===== src/hdl/gf256_pkg.sv =====
// Shared types, action codes and the GF(2^8) multiply for the arithmetic unit.
package gf256_pkg;

    localparam int unsigned ElemWidth = 8;
    localparam int unsigned NumRounds = 8;

    localparam logic [ElemWidth-1:0] ReduceBits = 8'h1B;
    localparam logic [ElemWidth-1:0] InvExponent = 8'd254;
    localparam logic [ElemWidth-1:0] FieldOne = 8'h01;

    typedef logic [ElemWidth-1:0] elem_t;

    typedef enum logic [1:0] {
        ACT_MUL = 2'd0,
        ACT_INV = 2'd1,
        ACT_DIV = 2'd2,
        ACT_POW = 2'd3
    } action_t;

    // One word in flight: running product, current base power, exponent bits left.
    typedef struct packed {
        elem_t acc;
        elem_t base;
        elem_t expo;
    } stage_t;

    function automatic elem_t gf_mul(input elem_t x_in, input elem_t y_in);
        elem_t acc;
        elem_t x;
        acc = '0;
        x = x_in;
        for (int n = 0; n < ElemWidth; n++)
        begin
            if (y_in[n])
            begin
                acc = acc ^ x;
            end
            if (x[ElemWidth-1])
            begin
                x = {x[ElemWidth-2:0], 1'b0} ^ ReduceBits;
            end
            else
            begin
                x = {x[ElemWidth-2:0], 1'b0};
            end
        end
        return acc;
    endfunction

endpackage


===== src/hdl/gf256_decode.sv =====
// Front stage: maps every action onto acc * base^expo and registers it.
module gf256_decode (
    input  logic               clk,
    input  logic               rst_n,
    input  logic               in_valid,
    input  logic [1:0]         action,
    input  logic [7:0]         operand_a,
    input  logic [7:0]         operand_b,
    output logic               out_valid,
    output gf256_pkg::stage_t  out_stage
);

    logic              valid_reg;
    logic              valid_next;
    gf256_pkg::stage_t stage_reg;
    gf256_pkg::stage_t stage_next;

    // multiply: a * b^1, inverse: 1 * a^254, divide: a * b^254, power: 1 * a^b.
    // Zero cases fall out naturally: 0^254 = 0, x^0 = 1.
    always_comb
    begin
        valid_next = in_valid;
        unique case (gf256_pkg::action_t'(action))
            gf256_pkg::ACT_MUL:
            begin
                stage_next.acc  = operand_a;
                stage_next.base = operand_b;
                stage_next.expo = gf256_pkg::FieldOne;
            end
            gf256_pkg::ACT_INV:
            begin
                stage_next.acc  = gf256_pkg::FieldOne;
                stage_next.base = operand_a;
                stage_next.expo = gf256_pkg::InvExponent;
            end
            gf256_pkg::ACT_DIV:
            begin
                stage_next.acc  = operand_a;
                stage_next.base = operand_b;
                stage_next.expo = gf256_pkg::InvExponent;
            end
            default:
            begin
                stage_next.acc  = gf256_pkg::FieldOne;
                stage_next.base = operand_a;
                stage_next.expo = operand_b;
            end
        endcase
    end

    always_ff @(posedge clk or negedge rst_n)
    begin
        if (!rst_n)
        begin
            valid_reg <= 1'b0;
        end
        else
        begin
            valid_reg <= valid_next;
        end
    end

    always_ff @(posedge clk)
    begin
        stage_reg <= stage_next;
    end

    assign out_valid = valid_reg;
    assign out_stage = stage_reg;

endmodule


===== src/hdl/gf256_round.sv =====
// One registered square-and-multiply round, consuming the low exponent bit.
module gf256_round (
    input  logic               clk,
    input  logic               rst_n,
    input  logic               in_valid,
    input  gf256_pkg::stage_t  in_stage,
    output logic               out_valid,
    output gf256_pkg::stage_t  out_stage
);

    logic              valid_reg;
    logic              valid_next;
    gf256_pkg::stage_t stage_reg;
    gf256_pkg::stage_t stage_next;
    gf256_pkg::elem_t  prod;
    gf256_pkg::elem_t  square;

    // Both products hang off the stage input, so they run side by side.
    assign prod   = gf256_pkg::gf_mul(in_stage.acc, in_stage.base);
    assign square = gf256_pkg::gf_mul(in_stage.base, in_stage.base);

    always_comb
    begin
        valid_next      = in_valid;
        stage_next.acc  = in_stage.expo[0] ? prod : in_stage.acc;
        stage_next.base = square;
        stage_next.expo = {1'b0, in_stage.expo[gf256_pkg::ElemWidth-1:1]};
    end

    always_ff @(posedge clk or negedge rst_n)
    begin
        if (!rst_n)
        begin
            valid_reg <= 1'b0;
        end
        else
        begin
            valid_reg <= valid_next;
        end
    end

    always_ff @(posedge clk)
    begin
        stage_reg <= stage_next;
    end

    assign out_valid = valid_reg;
    assign out_stage = stage_reg;

endmodule


===== src/hdl/gf256_arithmetic_unit.sv =====
// GF(2^8) arithmetic unit (poly 0x11B): multiply, inverse, divide, power.
//
// Usage:
//   Input channel: drive action, operand_a and operand_b and raise start;
//   a word is taken on every rising edge with start high and busy low.
//   busy is held low: the pipeline takes a new word every cycle.
//   Output channel: done is high for exactly one cycle with result valid in
//   that cycle. Results come back in order of acceptance.
//   Pipeline: one decode stage plus eight square-and-multiply rounds (one per
//   exponent bit), each registered. Throughput: one word per cycle.
//   Every action is folded into acc * base^expo at decode, so all words take
//   the same path and the same time.
//   Reset clears all stage valid bits; words in flight are dropped and done
//   stays low until new words reach the end of the pipe.
//   The receiver cannot stall; done and result must be sampled when shown.
module gf256_arithmetic_unit (
    input  logic       clk,
    input  logic       rst_n,
    input  logic       start,
    output logic       busy,
    input  logic [1:0] action,
    input  logic [7:0] operand_a,
    input  logic [7:0] operand_b,
    output logic       done,
    output logic [7:0] result
);

    logic              accept;
    logic              stg_valid [gf256_pkg::NumRounds+1];
    gf256_pkg::stage_t stg_data  [gf256_pkg::NumRounds+1];

    assign busy   = 1'b0;
    assign accept = start && !busy;

    gf256_decode u_decode (
        .clk       (clk),
        .rst_n     (rst_n),
        .in_valid  (accept),
        .action    (action),
        .operand_a (operand_a),
        .operand_b (operand_b),
        .out_valid (stg_valid[0]),
        .out_stage (stg_data[0])
    );

    for (genvar i = 0; i < gf256_pkg::NumRounds; i++)
    begin : g_round
        gf256_round u_round (
            .clk       (clk),
            .rst_n     (rst_n),
            .in_valid  (stg_valid[i]),
            .in_stage  (stg_data[i]),
            .out_valid (stg_valid[i+1]),
            .out_stage (stg_data[i+1])
        );
    end

    assign done   = stg_valid[gf256_pkg::NumRounds];
    assign result = stg_data[gf256_pkg::NumRounds].acc;

    // Every done traces back to an accepted word exactly one pipe length ago.
    a_done_from_accept: assert property (@(posedge clk) disable iff (!rst_n)
        done |-> $past(accept, 9))
        else $error("done without a matching accepted word");

    a_accept_gives_done: assert property (@(posedge clk) disable iff (!rst_n)
        accept |-> ##9 done)
        else $error("accepted word produced no result");

    a_mul_value: assert property (@(posedge clk) disable iff (!rst_n)
        (done && $past(action, 9) == gf256_pkg::ACT_MUL) |->
            result == gf256_pkg::gf_mul($past(operand_a, 9), $past(operand_b, 9)))
        else $error("multiply result mismatch");

    a_pow_zero_exp: assert property (@(posedge clk) disable iff (!rst_n)
        (done && $past(action, 9) == gf256_pkg::ACT_POW && $past(operand_b, 9) == 8'd0)
            |-> result == gf256_pkg::FieldOne)
        else $error("zero exponent must give one");

endmodule


===== config.mk =====
export PLATFORM = sky130hd
export DESIGN_NAME = gf256_arithmetic_unit
export DESIGN_NICKNAME = d
export VERILOG_FILES = /design/src/hdl/gf256_pkg.sv /design/src/hdl/gf256_decode.sv /design/src/hdl/gf256_round.sv /design/src/hdl/gf256_arithmetic_unit.sv
export SDC_FILE = /design/constraint.sdc
export NUM_CORES = 1
export LEC_CHECK = 0
export ABC_CLOCK_PERIOD_IN_PS = 2500
export BUFFER_PORTS_ARGS = -buffer_cell sky130_fd_sc_hd__buf_4
export CAP_MARGIN = 20
export CORE_MARGIN = 2
export CORE_UTILIZATION = 45
export DETAILED_ROUTE_END_ITERATION = 10
export GPL_ROUTABILITY_DRIVEN = 1
export PLACE_DENSITY_LB_ADDON = 0.1
export SLEW_MARGIN = 20
export SYNTH_ARGS = -nofsm -noshare
export SYNTH_HDL_FRONTEND = slang
export SYNTH_SLANG_ARGS = --single-unit

===== constraint.sdc =====
create_clock -name clk -period 2.5 [get_ports clk]
set_input_delay 0.375 -clock clk [delete_from_list [all_inputs] [get_ports clk]]
set_output_delay 0.375 -clock clk [all_outputs]
set_load 0.01 [all_outputs]

==> metrics, run 1 <==
first-pass GRT wire length=roughly 75,000 um; fin crit share=94.5%; DRC viols=0; outcome=finished, final reports clean; worst-path maximum fanout=6; Die W=205 um; fraction of layout cells with a size suffix above 1=about 11%; HPWL Detailed=33,600 um; CTS tree=built; synth warn=0; unrepaired setup endpoints after global routing=false; row count=73; Area Growth Syn to Fin=10.7%; setup TNS=0 ns; Synth area leader=xnor2_1; syn_nets=around 2,400; Seq/Total Area, Yosys=20.1%; routed wire length=between 40,000 and 50,000 um; GRT Overall Usage=22.0%; fill count=3,890; grt total ovfl=0; IO Pins=31; Core ar.=39,800 um^2; Final Critical Period=2.36 ns; final setup fails=0; crit path DAT=2.75 ns; Worst setup SP type=register; worst-margin pin slew=1.04 ns; die height=205 um; Detail Route Antenna Nets=0; number of buffers inserted by post-CTS setup repair=0; Num CTS Buffers=17; # diodes=0; gp weighted congestion=0.890; Multi-input gate area=13,600 um^2; WL/cell=15.3 um; Hold Crit Class=primary input to register; max cap viols=0; antenna violations before repair=0; 1st-pass router iterations=6; via count=14,900; PortBufs=29; ys async rst share=4.97%; Crit Path Class=register to register; H-tree depth=4; die area=42,100 um^2; type of destination of the critical path=register; Final Hold Vio Count=0; vias per cell=5.07; Synth top area share=26.7%; Max-slew headroom=30.6%; Endpoint, Worst Hold=u_decode.out_valid; initial core utilization=45.8%; Synth Instances=2,400; Worst-path clk slew=0.08 ns; largest net degree at the start of global routing=28; clock sinks=181; Root Driver=clkbuf_16; Synth Cell Area=18,200 um^2; f_max=0.423 GHz; number of synthesized flops with an enable pin=0; Yosys cell types=61; Clk Latency, worst-skew pair=0.46 ns; skew final=~0.013 ns; R2R depth=7; HP Start=start; Worst Path Required=2.89 ns; dominant cells by area after synthesis=xnor2_1, dfxtp_1, xor2_1; reg2reg start=g_round[5].u_round.out_stage[21]; Post-Syn Area per Cell=7.59 um^2; Hold Path Depth=1; drt initial violations=792; register-to-register setup slack=0.14 ns; ys flop type=dfxtp_1; Seq cells post-synth=181; vias in the first global route=14,600; NumNets Final=2,441; reg2reg end=g_round[6].u_round.out_stage[21]; register area=3670 um^2; Max Root-Sink Buffers=2; Final Max Tran Viols=0
-- registers in the layout, indices dropped and copies added (netlist names) --
signal / flops
g_round.u_round.out_stage: 148
u_decode.out_valid: 1
g_round.u_round.out_valid: 8
u_decode.out_stage: 24
-- critical path, cell delays in order, from the launching register on --
cell and delay, ns:
dfxtp_1 0.48, xor2_2 0.29, xor2_1 0.29, nand2_1 0.11, xnor3_1 0.35, xnor2_1 0.19
or4_1 0.49, nand4_1 0.09
-- kinds of logic after synthesis --
family | synth area share, %
xor+xnor | 43.3
other cells | 0.0206
simple gates | 18.3
fa+ha+maj | 0.755
compound gates | 8.84
buf+inv | 5.29
mux | 3.42
flops | 20.1
-- placed cells by master (no fill, tap or decap), types with 16 or more instances in the layout --
master     count
nand2b_1      26
nand3_1       23
dfxtp_1      169
mux2_2        18
o22ai_1       16
a22oi_1       25
buf_4        199
clkbuf_16     17
o21ai_0       42
nor2b_1       27
xnor2_1      555
inv_1         32
nand2_1      549
xor3_1        19
nor2_1       116
xor2_1       240
xnor3_1       16
a21oi_1      119
mux2i_1       42
-- per-layer routing --
metal	global-route usage [%]	wire [um]	vias to the layer above
met3	3.14	1510	51
li1	-	-	7597
met1	29.7	21500	7041
met2	36.5	21300	252
met4	6.68	801	0
met5	0	0	-
-- metrics by stage --
| step | area (um^2) | utilization (%) | instances | setup WS, ns | hold slack (ns) |
|---|---|---|---|---|---|
| final | 20200 | 50.7 | 2947 | 0.137 | 0.0727 |
| after global routing | 20200 | 50.7 | 2947 | 0.0203 | 0.0370 |
| after CTS | 20200 | 50.6 | 2947 | 0.0409 | 0.0392 |
| after detailed placement | 19500 | 49.1 | 2914 | 0.0714 | 0.203 |
| after global placement | 19500 | 49.1 | 2914 | 0.0524 | 0.198 |
| after floorplan | 18200 | - | 2400 | 0.223 | 0.0794 |
-- worst max-delay path by stage --
| stage | from | to | cells past startpoint |
|---|---|---|---|
| final | g_round[5].u_round.out_stage[21] | g_round[6].u_round.out_stage[21] | 7 |
| after global routing | g_round[6].u_round.out_stage[20] | g_round[7].u_round.out_stage[21] | 8 |
| after CTS | g_round[5].u_round.out_stage[23] | g_round[6].u_round.out_stage[17] | 7 |
| after detailed placement | g_round[5].u_round.out_stage[23] | g_round[6].u_round.out_stage[17] | 7 |
| after global placement | g_round[5].u_round.out_stage[23] | g_round[6].u_round.out_stage[17] | 7 |
| after floorplan | g_round[3].u_round.out_stage[23] | g_round[4].u_round.out_stage[21] | 8 |
-- synth_stat cells, types with 18 or more instances --
library cell and count:
a21oi_1 119, a22oi_1 25, buf_1 44, buf_2 29, clkbuf_1 134, dfxtp_1 172, inv_1 32, mux2_2 18
mux2i_1 42, nand2_1 549, nand2b_1 26, nand3_1 23, nor2_1 116, nor2b_1 27, o21ai_0 42, xnor2_1 555
xor2_1 242, xor3_1 19
-- area by class of cell --
type	instances	area share, %
Multi-Input combinational cell	1975	67.5
Sequential cell	181	18.2
Timing Repair Buffer	200	7.46
Tap cell	525	3.26
Clock buffer	17	2.11
Clock inverter	15	0.875
Inverter	34	0.633
-- timing repair --
action / in CTS / in global routing
endpoints found under the hold margin: 9 / 0
resized for setup: 0 / 5
hold buffers: 1 / 0
endpoints found under the setup margin: 0 / 6
Power of run 1 is left out: the tool's default activity adds up to more than one toggle a clock period on the data nets, which glitch-free logic cannot reach.
==> run 2, diff against run 1 <==
Settings changed: ABC_AREA set to 1, CORE_UTILIZATION 45 to 28.
==> run 2 against run 1 <==
Cell count grew 66%; critical path depth grew 8; final area grew 21%; maximum frequency grew 7.4%; critical path type unchanged; largest cell class unchanged; highest routed layer unchanged.
==> metrics, run 2 <==
Hold Crit Class=primary input to register (unchanged); Final Max Tran Viols=0 (unchanged); type of destination of the critical path=register (unchanged); Root Driver=clkbuf_16 (unchanged); Yosys cell types=43 (was 61); PortBufs=29 (unchanged); gp weighted congestion=0.835 (was 0.890); WL/cell=14.2 um (was 15.3 um); # diodes=0 (unchanged); unrepaired setup endpoints after global routing=false (unchanged); WP buf/inv=4 (was 0); clock sinks=181 (unchanged); Final Critical Period=2.20 ns (was 2.36 ns); Die W=285 um (was 205 um); final setup fails=0 (unchanged); fin crit share=88.0% (was 94.5%); die height=285 um (was 205 um); Max Root-Sink Buffers=2 (unchanged); commonest non-fill, non-tap cell in the layout=nand2_1 (was xnor2_1); via count=21,400 (was 14,900); Final Hold Vio Count=0 (unchanged); Seq/Total Area, Yosys=16.6% (was 20.1%); HPWL Detailed=55,400 um (was 33,600 um); H-tree depth=4 (unchanged); max reg flops=148 (unchanged); Synth Instances=3,816 (was 2,400); NumNets Final=3,874 (was 2,441); die area=81,400 um^2 (was 42,100 um^2); CP most frequent cell=nand2_1; crit-path cells=buf_4 > inv_2 > nand2_1 > nand2_1 > nand2_2 > nand2_8 > inv_2 > nand2_2 > xor2_1 > inv_1 > or2_1 > nand3_1 > nand2_1 > nand2_1 > nand2_1 (was xor2_2 > xor2_1 > nand2_1 > xnor3_1 > xnor2_1 > or4_1 > nand4_1); Area Growth Syn to Fin=10.2% (was 10.7%); Slowest-stage cell, CP=dfxtp_1 (was or4_1); 1st-pass router iterations=5 (was 6); Seq cells post-synth=181 (unchanged); Worst Path Required=2.89 ns (about the same); antenna violations before repair=1 (was 0); setup TNS=0 ns (unchanged); DRC viols=0 (unchanged); Cells after DPL=4,871 (was 2,914); crit path DAT=2.59 ns (was 2.75 ns); Max-slew headroom=30.9% (was 30.6%); Worst setup SP type=register (unchanged); f_max=0.455 GHz (was 0.423 GHz); top cells by instance count after synthesis=nand2_1, xor2_1, inv_1, nor2_1, nand3_1 (was xnor2_1, nand2_1, xor2_1, dfxtp_1, clkbuf_1); Post-Layout Cell Count=4,905 (was 2,947); CP max stage delay=0.32 ns (was 0.49 ns); ys async rst share=4.97% (unchanged); syn_nets=3,848 (was 2,432); dominant cells by area after synthesis=nand2_1, dfxtp_1, xor2_1 (was xnor2_1, dfxtp_1, xor2_1); Num CTS Buffers=17 (unchanged); Final Util=31.0% (was 50.7%); grt total ovfl=0 (unchanged); row count=103 (was 73); largest net degree at the start of global routing=22 (was 28); first-pass GRT wire length=112,000 um (was 75,000 um); vias per cell=4.37 (was 5.07); Detail Route Antenna Nets=0 (unchanged); CTS tree=built (unchanged); number of buffers inserted by post-CTS setup repair=0 (unchanged); Core ar.=78,600 um^2 (was 39,800 um^2); fraction of layout cells with a size suffix above 1=8.40% (was 11.1%); vias in the first global route=20,600 (was 14,600); Post-Syn Area per Cell=5.80 um^2 (was 7.59 um^2); Worst-path clk slew=0.09 ns (was 0.08 ns); most frequent cells in the layout=nand2_1, xor2_1, inv_1, nor2_1, nand3_1 (was xnor2_1, nand2_1, xor2_1, buf_4, dfxtp_1); Synth Cell Area=22,200 um^2 (was 18,200 um^2); most frequent cell after synthesis=nand2_1 (was xnor2_1); routed wire length=69,600 um (was 45,100 um); synth warn=0 (unchanged); drt initial violations=1,038 (was 792); max cap viols=0 (unchanged); CP delay by family, top=simple AND/OR/NAND/NOR gates (was XOR/XNOR gates); Crit Path Class=register to register (unchanged); Synth area leader=nand2_1 (was xnor2_1); IO Pins=31 (unchanged); initial core utilization=28.2% (was 45.8%); GRT Overall Usage=17.2% (was 22.0%); Synth top area share=25.9% (was 26.7%); outcome=finished, final reports clean (unchanged); ys flop type=dfxtp_1 (unchanged); number of synthesized flops with an enable pin=0 (unchanged); worst-path maximum fanout=16 (was 6); worst-margin pin slew=1.03 ns (was 1.04 ns); Clk Latency, worst-skew pair=0.49 ns (was 0.46 ns); skew final=0.0147 ns (was 0.0131 ns); fill count=8,938 (was 3,890)
==> run 2: cell types whose count changed after synthesis, moves of 104 or more <==
cell and delta:
nand2_1 +980, inv_1 +309, nand3_1 +286, xnor2_1 -251, nor2_1 +207, clkbuf_1 -110, xor2_1 +104
==> run 2: final cells by class <==
class                      instances  area [um^2]  share of cell area (%)
tap                             1050         1310                    5.38
clock buffer                      17          425                    1.74
sequential                       181         3670                    15.0
timing repair buffer             150         1140                    4.69
multi-input combinational       3082        16100                    66.0
inverter                         410         1550                    6.36
clock inverter                    15          201                   0.825
==> run 2: worst min-delay path, cell delays in order <==
cell	delay, ns
buf_4	0.07
inv_1	0.04
nor2_1	0.09
==> run 2: timing repair <==
| action | 4_1_cts | 5_1_grt |
|---|---|---|
| endpoints found under the hold margin | 10 | 0 |
| hold buffers | 2 | 0 |
| resized for setup | 0 | 0 |
==> run 2: final timing paths <==
| kind | startpoint | endpoint | slack (ns) | depth (start not counted) |
|---|---|---|---|---|
| setup reg to reg | g_round[0].u_round.out_stage[15] | g_round[1].u_round.out_stage[13] | 0.30 | 15 |
| max in group asynchronous | rst_n | g_round[7].u_round.out_valid | 2.09 | 2 |
| hold reg to reg | g_round[4].u_round.out_stage[1] | g_round[5].u_round.out_stage[0] | 0.33 | 0 |
| hold / removal | operand_a[6] | u_decode.out_stage[22] | 0.13 | 3 |
| setup / recovery | g_round[0].u_round.out_stage[15] | g_round[1].u_round.out_stage[13] | 0.30 | 15 |
| min in group asynchronous | rst_n | u_decode.out_valid | 0.25 | 2 |
==> run 2: logic make-up after synthesis <==
kind of cell	synth area share (%)
AND/OR/NAND/NOR	42.8
XOR/XNOR	26.7
buffers and inverters	10.7
flip-flops	16.6
AO/OA/AOI/OAI	2.56
adder cells (fa/ha/maj)	0.621
other	0.0169
==> run 2: metrics by stage <==
step                setup slack [ns]  cell area, um^2  hold slack [ns]
finish                         0.301            24400            0.127
global route                  0.0185            24400           0.0919
CTS                            0.286            24400           0.0718
detailed placement             0.300            23800            0.221
global placement               0.278            23800            0.221
floorplan                      0.662            22200           0.0794
==> run 2: layer usage <==
layer	vias to the layer above	global-route usage, %	share of wire [%]
li1	11500	-	-
met1	9655	24.1	51
met2	220	28.7	46
met3	43	1.79	2.3
met4	0	3.23	0.97
met5	-	0	0
Power of run 2 is left out for the same reason.
==> run 3, diff against run 2 <==
Settings changed: BUFFER_PORTS_ARGS -buffer_cell sky130_fd_sc_hd__buf_4 to unset, DONT_BUFFER_PORTS set to 1, GPL_TIMING_DRIVEN set to 0, TNS_END_PERCENT set to 100.
==> run 3 against run 2 <==
Sequential share of layout area grew 0.15 points; cell count did not move; worst hold slack got worse by 0.092 ns; critical path depth is 5 lower; register-to-register slack worse by 0.05 ns; highest routed layer is now met5.
==> metrics, run 3 (synthesized netlist as in run 2, its figures left out) <==
outcome=finished, final reports clean (unchanged); HP Start=operand_a[6] (unchanged); Worst Path Required=2.88 ns (was 2.89 ns); clock sinks=181 (unchanged); Root Driver=clkbuf_16 (unchanged); grt total ovfl=0 (unchanged); skew final=0.0151 ns (was 0.0147 ns); Final Max Tran Viols=0 (unchanged); Worst Setup SP=g_round[0].u_round.out_stage[8] (was g_round[0].u_round.out_stage[15]); # diodes=0 (unchanged); antenna violations before repair=1 (unchanged); fraction of layout cells with a size suffix above 1=7.57% (was 8.40%); Max Root-Sink Buffers=2 (unchanged); row count=103 (unchanged); HPWL Detailed=54,600 um (was 55,400 um); H-tree depth=4 (unchanged); Final Hold Vio Count=0 (unchanged); reg2reg start=g_round[0].u_round.out_stage[8] (was g_round[0].u_round.out_stage[15]); Max-slew headroom=41.0% (was 30.9%); crit path DAT=2.63 ns (was 2.59 ns); via count=21,300 (was 21,400); Hold Crit Class=primary input to register (unchanged); Crit Path Class=register to register (unchanged); largest net degree at the start of global routing=23 (was 22); f_max=0.445 GHz (was 0.455 GHz); Core ar.=78,600 um^2 (unchanged); setup TNS=0 ns (unchanged); gp weighted congestion=0.835 (about the same); WL/cell=14.3 um (was 14.2 um); NumNets Final=3,874 (unchanged); first-pass GRT wire length=113,000 um (was 112,000 um); 1st-pass router iterations=5 (unchanged); max cap viols=0 (unchanged); final setup fails=0 (unchanged); unrepaired setup endpoints after global routing=false (unchanged); vias per cell=4.35 (was 4.37); Area Growth Syn to Fin=9.14% (was 10.2%); Final Critical Period=2.25 ns (was 2.20 ns); die height=285 um (unchanged); type of destination of the critical path=register (unchanged); commonest non-fill, non-tap cell in the layout=nand2_1 (unchanged); worst-path maximum fanout=6 (was 16); drt initial violations=1,386 (was 1,038); DRC viols=0 (unchanged); Num CTS Buffers=17 (unchanged); Worst-path clk slew=0.08 ns (was 0.09 ns); IO Pins=31 (unchanged); Die W=285 um (unchanged); GRT Overall Usage=17.4% (was 17.2%); die area=81,400 um^2 (unchanged); Worst setup SP type=register (unchanged); routed wire length=70,200 um (was 69,600 um); most frequent cells in the layout=nand2_1, xor2_1, inv_1, nor2_1, nand3_1 (unchanged); worst-margin pin slew=0.882 ns (was 1.03 ns); Detail Route Antenna Nets=0 (unchanged); initial core utilization=28.2% (unchanged); CTS tree=built (unchanged); PortBufs=0 (was 29); Clk Latency, worst-skew pair=0.50 ns (was 0.49 ns); fin crit share=89.9% (was 88.0%); vias in the first global route=20,500 (was 20,600); max reg flops=148 (unchanged)
-- run 3: cell count changes in the layout (fill, tap and decap cells not counted), moves of 2 or more --
cell,previous run,this run
clkinv_8,6,4
buf_6,0,12
buf_1,0,4
buf_2,0,74
buf_4,147,29
inv_12,2,6
dlygate4sd3_1,2,7
clkbuf_1,0,24
-- run 3: worst max-delay path, stage by stage (launching register included) --
cell and delay, ns:
dfxtp_2 0.37, ha_1 0.36, inv_1 0.09, nand2_1 0.09, nand2_1 0.15, xor2_1 0.21
nand2_1 0.09, xor2_1 0.24, xor2_1 0.25, xor2_1 0.24, inv_1 0.06
-- run 3: final timing paths --
kind                       slack, ns  cells past startpoint                                to
setup / recovery                0.25                     10  g_round[1].u_round.out_stage[14]
hold / removal                  0.03                      2            u_decode.out_stage[22]
setup reg to reg                0.25                     10  g_round[1].u_round.out_stage[14]
hold reg to reg                 0.32                      0   g_round[6].u_round.out_stage[0]
max in group asynchronous       1.86                      1      g_round[7].u_round.out_valid
min in group asynchronous       0.29                      1                u_decode.out_valid
-- run 3: repair_timing --
action | 4_1_cts | 5_1_grt
gates resized for setup | 0 | 1
hold buffers | 7 | 0
setup endpoints to repair | 0 | 1
hold endpoints to repair | 14 | 0
buffers inserted | 0 | 0
-- run 3: final cells by class --
type	count	area, um^2
inverter	410	1550
buffer	143	828
tap	1050	1310
sequential	181	3670
clock buffer	17	425
timing repair buffer	7	70.1
multi-input combinational	3082	16100
clock inverter	15	214
fill	9021	54400
-- run 3: per-stage QoR --
stage	util, %	worst slack [ns]	hold WS, ns	cell area (um^2)	std cells
6_report	30.8	0.252	0.0349	24200	4905
5_1_grt	30.8	0.0347	0.0276	24200	4905
4_1_cts	30.8	0.124	0.000560	24200	4905
3_5_place_dp	29.8	0.155	0.0797	23500	4866
3_3_place_gp	29.8	0.114	0.0797	23500	4866
2_1_floorplan	-	0.662	0.0794	22200	3816
-- run 3: layer usage --
layer	routed length, um	track usage [%]	up-vias	share of wire (%)
li1	-	-	11500	-
met1	36600	24.9	9479	52
met2	31000	27.9	250	44
met3	1740	2.08	46	2.5
met4	807	3.59	2	1.1
met5	13	0	-	0.019
Power of run 3 is left out for the same reason.
